$ cat config.mk
export PLATFORM = sky130hd
export DESIGN_NAME = cplu_ctrl
export DESIGN_NICKNAME = d
export VERILOG_FILES = /design/src/rtl/cplu_pkg.sv /design/src/rtl/cplu_ctrl.sv
export SDC_FILE = /design/constraint.sdc
export NUM_CORES = 1
export LEC_CHECK = 0
export BUFFER_PORTS_ARGS = -buffer_cell sky130_fd_sc_hd__buf_2
export CAP_MARGIN = 20
export CORE_AREA = 5 5 42 44
export DETAILED_ROUTE_END_ITERATION = 8
export DIE_AREA = 0 0 47 49
export HOLD_SLACK_MARGIN = 0.15
export PLACE_DENSITY = 0.3
export SLEW_MARGIN = 20
export SYNTH_ARGS = -nofsm -noshare
export SYNTH_HDL_FRONTEND = slang
export SYNTH_SLANG_ARGS = --single-unit
$ cat constraint.sdc
create_clock -name clk_i -period 1.5 [get_ports clk_i]
set_clock_uncertainty 0.15 [all_clocks]
set_input_delay 0.3 -clock clk_i [delete_from_list [all_inputs] [get_ports clk_i]]
set_output_delay 0.3 -clock clk_i [all_outputs]
set_load 0.005 [all_outputs]
$ cat src/rtl/cplu_pkg.sv
// Package for the contact-process lattice update core.
// Word types, register indexes, codes, controller states and reset values.
// No dependencies.
package cplu_pkg;

  // Field widths fixed by the word formats
  localparam int unsigned SITE_W    = 16;
  localparam int unsigned DIR_W     = 2;
  localparam int unsigned CHANCE_W  = 16;
  localparam int unsigned THR_W     = 17;
  localparam int unsigned CNT_W     = 17;
  localparam int unsigned CFG_IDX_W = 1;

  // Number of sites an index word can reach
  localparam int unsigned SITE_SPAN = 1 << SITE_W;

  // Default lattice side
  localparam int unsigned SIDE_DEFAULT = 256;

  // Reciprocal used to split a site index into row and column
  localparam int unsigned RECIP_SH = 32;
  localparam int unsigned RECIP_W  = 31;

  // Register indexes on the write port
  localparam logic [CFG_IDX_W-1:0] REG_CLEAR_THR  = 1'b0;
  localparam logic [CFG_IDX_W-1:0] REG_SPREAD_THR = 1'b1;

  // Register reset values (Q1.16)
  localparam logic [THR_W-1:0] CLEAR_THR_RESET  = 17'd32768;
  localparam logic [THR_W-1:0] SPREAD_THR_RESET = 17'd65536;

  // Operation codes
  localparam logic OP_UPDATE = 1'b0;
  localparam logic OP_LOAD   = 1'b1;

  // Neighbour direction codes
  localparam logic [DIR_W-1:0] DIR_LEFT  = 2'd0;
  localparam logic [DIR_W-1:0] DIR_RIGHT = 2'd1;
  localparam logic [DIR_W-1:0] DIR_ABOVE = 2'd2;
  localparam logic [DIR_W-1:0] DIR_BELOW = 2'd3;

  // Input word
  typedef struct packed {
    logic                operation;
    logic [SITE_W-1:0]   site_addr;
    logic [DIR_W-1:0]    direction;
    logic [CHANCE_W-1:0] chance;
    logic                load_value;
  } in_word_t;

  // Result word
  typedef struct packed {
    logic             site_after;
    logic             changed;
    logic [CNT_W-1:0] occupied_count;
  } out_word_t;

  // Controller states
  typedef enum logic [2:0] {
    ST_CLEAR,
    ST_IDLE,
    ST_SITE,
    ST_NBR,
    ST_RDNB,
    ST_DONE
  } state_e;

  // Commands from controller to datapath
  typedef struct packed {
    logic capture;
    logic clear;
    logic rd_site;
    logic calc_nb;
    logic rd_nb;
    logic finish;
  } ctrl_cmd_t;

  // Status from datapath to controller
  typedef struct packed {
    logic clear_last;
  } dp_status_t;

endpackage

$ cat src/rtl/cplu_ctrl.sv
// Controller for the lattice update core: clearing pass and per-word sequence.
// Depends on cplu_pkg.
module cplu_ctrl (
  input  logic                 clk_i,
  input  logic                 rst_ni,
  input  logic                 start,
  output logic                 busy,
  input  cplu_pkg::dp_status_t status_i,
  output cplu_pkg::ctrl_cmd_t  cmd_o
);

  cplu_pkg::state_e state_q, state_d;

  // state register
  always_ff @(posedge clk_i or negedge rst_ni) begin
    if (!rst_ni) begin
      state_q <= cplu_pkg::ST_CLEAR;
    end else begin
      state_q <= state_d;
    end
  end

  // next state and commands
  always_comb begin
    state_d = state_q;
    cmd_o   = '0;
    busy    = 1'b1;
    unique case (state_q)
      cplu_pkg::ST_CLEAR: begin
        cmd_o.clear = 1'b1;
        if (status_i.clear_last) begin
          state_d = cplu_pkg::ST_IDLE;
        end
      end
      cplu_pkg::ST_IDLE: begin
        busy = 1'b0;
        if (start) begin
          cmd_o.capture = 1'b1;
          state_d       = cplu_pkg::ST_SITE;
        end
      end
      cplu_pkg::ST_SITE: begin
        cmd_o.rd_site = 1'b1;
        state_d       = cplu_pkg::ST_NBR;
      end
      cplu_pkg::ST_NBR: begin
        cmd_o.calc_nb = 1'b1;
        state_d       = cplu_pkg::ST_RDNB;
      end
      cplu_pkg::ST_RDNB: begin
        cmd_o.rd_nb = 1'b1;
        state_d     = cplu_pkg::ST_DONE;
      end
      cplu_pkg::ST_DONE: begin
        // write-back; next word may be taken in the same cycle
        busy         = 1'b0;
        cmd_o.finish = 1'b1;
        if (start) begin
          cmd_o.capture = 1'b1;
          state_d       = cplu_pkg::ST_SITE;
        end else begin
          state_d = cplu_pkg::ST_IDLE;
        end
      end
      default: begin
        state_d = cplu_pkg::ST_IDLE;
      end
    endcase
  end

endmodule

# Word-level counts from Yosys, hierarchy flattened
# Index checks and enable logic that the tools add are counted.
# word_totals
register_bits,3
output_inout_bits,7
# op_classes
eq_ne,7
mux,12
n_reduce_logical,3
# ops
op,count
$pmux 3 s6,1
$mux 1,8
$eq 3x2->1 const B,2
$eq 3x3->1 const B,2
$mux 3,2
$ne 2x2->1 const B,2
$eq 3x1->1 const B,1
$logic_not 3->1,1
$mux 2,1
$reduce_and 2->1,1
$reduce_or 2->1,1

# Longest topological paths before layout
# depth
ltp_word,3
mapped_depth,2
ltp_nobuf,2

# Least setup slack after synthesis
# No wires, ideal clock.
# synth_timing
kind,flip-flop to output port
startpoint,reg state_q[2]
endpoint,out cmd_o[2] (netlist bit)
arrival_ns,0.695
required_time_ns,1.050
slack_ns,0.355
stages_incl_launch_ff,2
cell_sequence,dfrtp_1 > and3b_4
# synth_rtl
element,line,source
from (decl),cplu_ctrl.sv:12,"cplu_pkg::state_e state_q, state_d;"
from (signal assigned),cplu_ctrl.sv:17,state_q <= cplu_pkg::ST_CLEAR;
from (signal assigned),cplu_ctrl.sv:19,state_q <= state_d;
to (decl),cplu_ctrl.sv:9,output cplu_pkg::ctrl_cmd_t cmd_o

==> results.py <==
metrics = {
    "outcome": {
        "status": "finished, violations left",
        "violations": "negative setup slack",
    },
    "clocking": {
        "path_clk_slew_ns": 0.04,
        "cts_buffers": 3,
        "htreeDepth": 1,
        "tritoncts": "done",
        "clock-sinks": 3,
        "cts-root-buf": "clkbuf_4",
        "clk_latency_ns": 0.23,
        "clk_path_buf_depth": 2,
    },
    "grt": {
        "grt_antenna_before_repair": 0,
        "grt_max_degree": 8,
        "grt_pass1_vias": 204,
        "grt_usage_pct": 5.36,
        "grt_pass1_wl_um": 876,
        "grt_overflow_total": 0,
    },
    "finish": {
        "areaGrowthSynthToFinish_pct": 106,
        "antenna_cells": 0,
        "final_common_cell": "buf_2",
        "drive_gt1_share_pct": 73.5,
        "regMostFlops": "state_q",
        "final_cells": 50,
        "fin_nets": 39,
        "layout_common_cells": "buf_2 (9), buf_4 (4), clkbuf_4 (3), dfrtp_2 (3)",
        "top_regs": "state_q: 3 flops",
        "largest_reg_flops": 3,
    },
    "synth": {
        "yosys_warnings": 0,
        "synth_cell_types": 10,
        "netlist_area_um2": 154,
        "avgSynthCellArea_um2": 10.3,
        "synth_nets": 19,
        "yosysSeqAreaShare_pct": 48.8,
        "syn_inst": 15,
        "synth_seq_cells": 3,
    },
    "critical_path": {
        "r2r_start": "state_q[0]",
        "cp-startpoint": "state_q[2]",
        "critPathTopFamily": "flip-flops",
        "arrival_ns": 1.08,
        "cp.buffers_inverters": 1,
        "worstSetupStartpointType": "flop",
        "cp.required_ns": 1.05,
        "crit_path_end_kind": "output pin",
        "path_depth": 2,
        "cp_slowest_cell": "dfrtp_2",
        "critPathMaxFanout": 6,
        "slowest_delay_ns": 0.44,
        "crit_path_cell_trace": "and3b_4, buf_6",
        "ff2ff_path_depth": 4,
        "critical_path_class": "flop to output pin",
    },
    "place": {
        "dpl.cell_count": 41,
        "dp.final_hpwl_um": 377,
        "dp_worst_setup_slack_ns": 0.195,
        "gp_congestion": 0.768,
        "port_buffers": 10,
    },
    "timing": {
        "finalMaxSlewViolations": 0,
        "setup_viol": 1,
        "tightest_slew_ns": 0.249,
        "fmaxAchievable_mhz": 655,
        "fin_setup_tns_ns": -0.0266,
        "rsz0062_at_grt": "true",
        "max_slew_margin_pct": 83.2,
        "period_share_pct": 102,
        "finalHoldViolations": 0,
        "finalWorstSetupSlack_ns": -0.0266,
        "fin_crit_ns": 1.53,
    },
    "routing": {
        "post_drt_wl_per_cell_um": 11.1,
        "ant_nets": 0,
        "via_count": 186,
        "wirelength_um": 556,
        "vias_per_cell": 3.72,
        "first_pass_iters": 1,
        "drt_iter0_drc": 0,
        "route.detailed.drc": 0,
    },
    "worst_hold_path": {
        "hold_path.class": "primary input to asynchronous set/reset pin",
    },
    "power": {
        "power-per-cell-area_nw_per_um2": 2090,
        "ir_worst_vdd_uv": 599,
        "p_leak_nw": 0.156,
    },
    "floorplanning": {
        "die_area_um2": 2300,
        "die_w_um": 47,
        "die_h_um": 49,
        "core-area_um2": 1400,
        "io_pins": 11,
        "start_util_pct": 11.0,
        "rows": 14,
    },
    "flow_run": {
        "cap_viol_max_count": 0,
    },
}
## area by class of cell
| class | count | area [um^2] |
|---|---|---|
| multi-input combinational | 11 | 91.3 |
| tap | 16 | 20.0 |
| inverter | 1 | 3.75 |
| sequential | 3 | 78.8 |
| fill | 170 | 1080 |
| timing repair buffer | 15 | 96.3 |
| clock buffer | 4 | 26.3 |
## power by group
part	switching, mW	internal (mW)	total (mW)
sequential	0.0751	0.129	0.204
clock	0.0421	0.0997	0.142
combinational	0.113	0.202	0.315
## stage by stage
stage          hold slack (ns)  cell area (um^2)  power [mW]  util, %
3_3_place_gp           -0.0549               224       0.407     16.0
6_report                 0.245               317       0.661     22.6
2_1_floorplan           -0.146               154       0.295        -
5_1_grt                  0.253               317       0.723     22.6
4_1_cts                  0.231               302       0.643     21.5
3_5_place_dp           -0.0503               224       0.410     16.0
## synthesized netlist by cell type
library cell  instances  area [um^2]
inv_1                 1         3.75
and3b_1               1         8.76
nor4_1                1         6.26
dfrtp_1               3         75.1
nor3_1                2         10.0
nor3b_1               2         15.0
nand2b_1              1         6.26
or2_1                 2         12.5
nor2_1                1         3.75
and3b_4               1         12.5
## final timing paths
| path | to | slack (ns) |
|---|---|---|
| setup / recovery | cmd_o[2] | -0.03 |
| hold / removal | state_q[1] | 0.25 |
| setup reg to reg | state_q[2] | 0.11 |
| hold reg to reg | state_q[0] | 0.56 |
| max in group asynchronous | state_q[0] | 0.83 |
| min in group clk_i | state_q[0] | 0.26 |
## metal layers
layer  GRT usage (%)  routed length [um]  vias up
li1                -                   -       90
met1            6.84                 245       86
met2            6.56                 229       10
met3            2.58                  81        0
met4            4.15                   0        0
met5               0                   0        -
## logic make-up after synthesis
group | share of synthesized area (%)
buffers and inverters | 2.44
and+or+nand+nor | 48.8
DFF | 48.8
## repair_timing
action | 4_1_cts | 5_1_grt
resized for setup | 5 | 3
gates cloned | 0 | 0
buffers inserted | 3 | 1
endpoints found under the hold margin | 3 | 0
endpoints found under the setup margin | 5 | 6
pin swaps | 0 | 3
hold buffers | 1 | 0
Note: power is estimated with default switching activity, not from simulation.
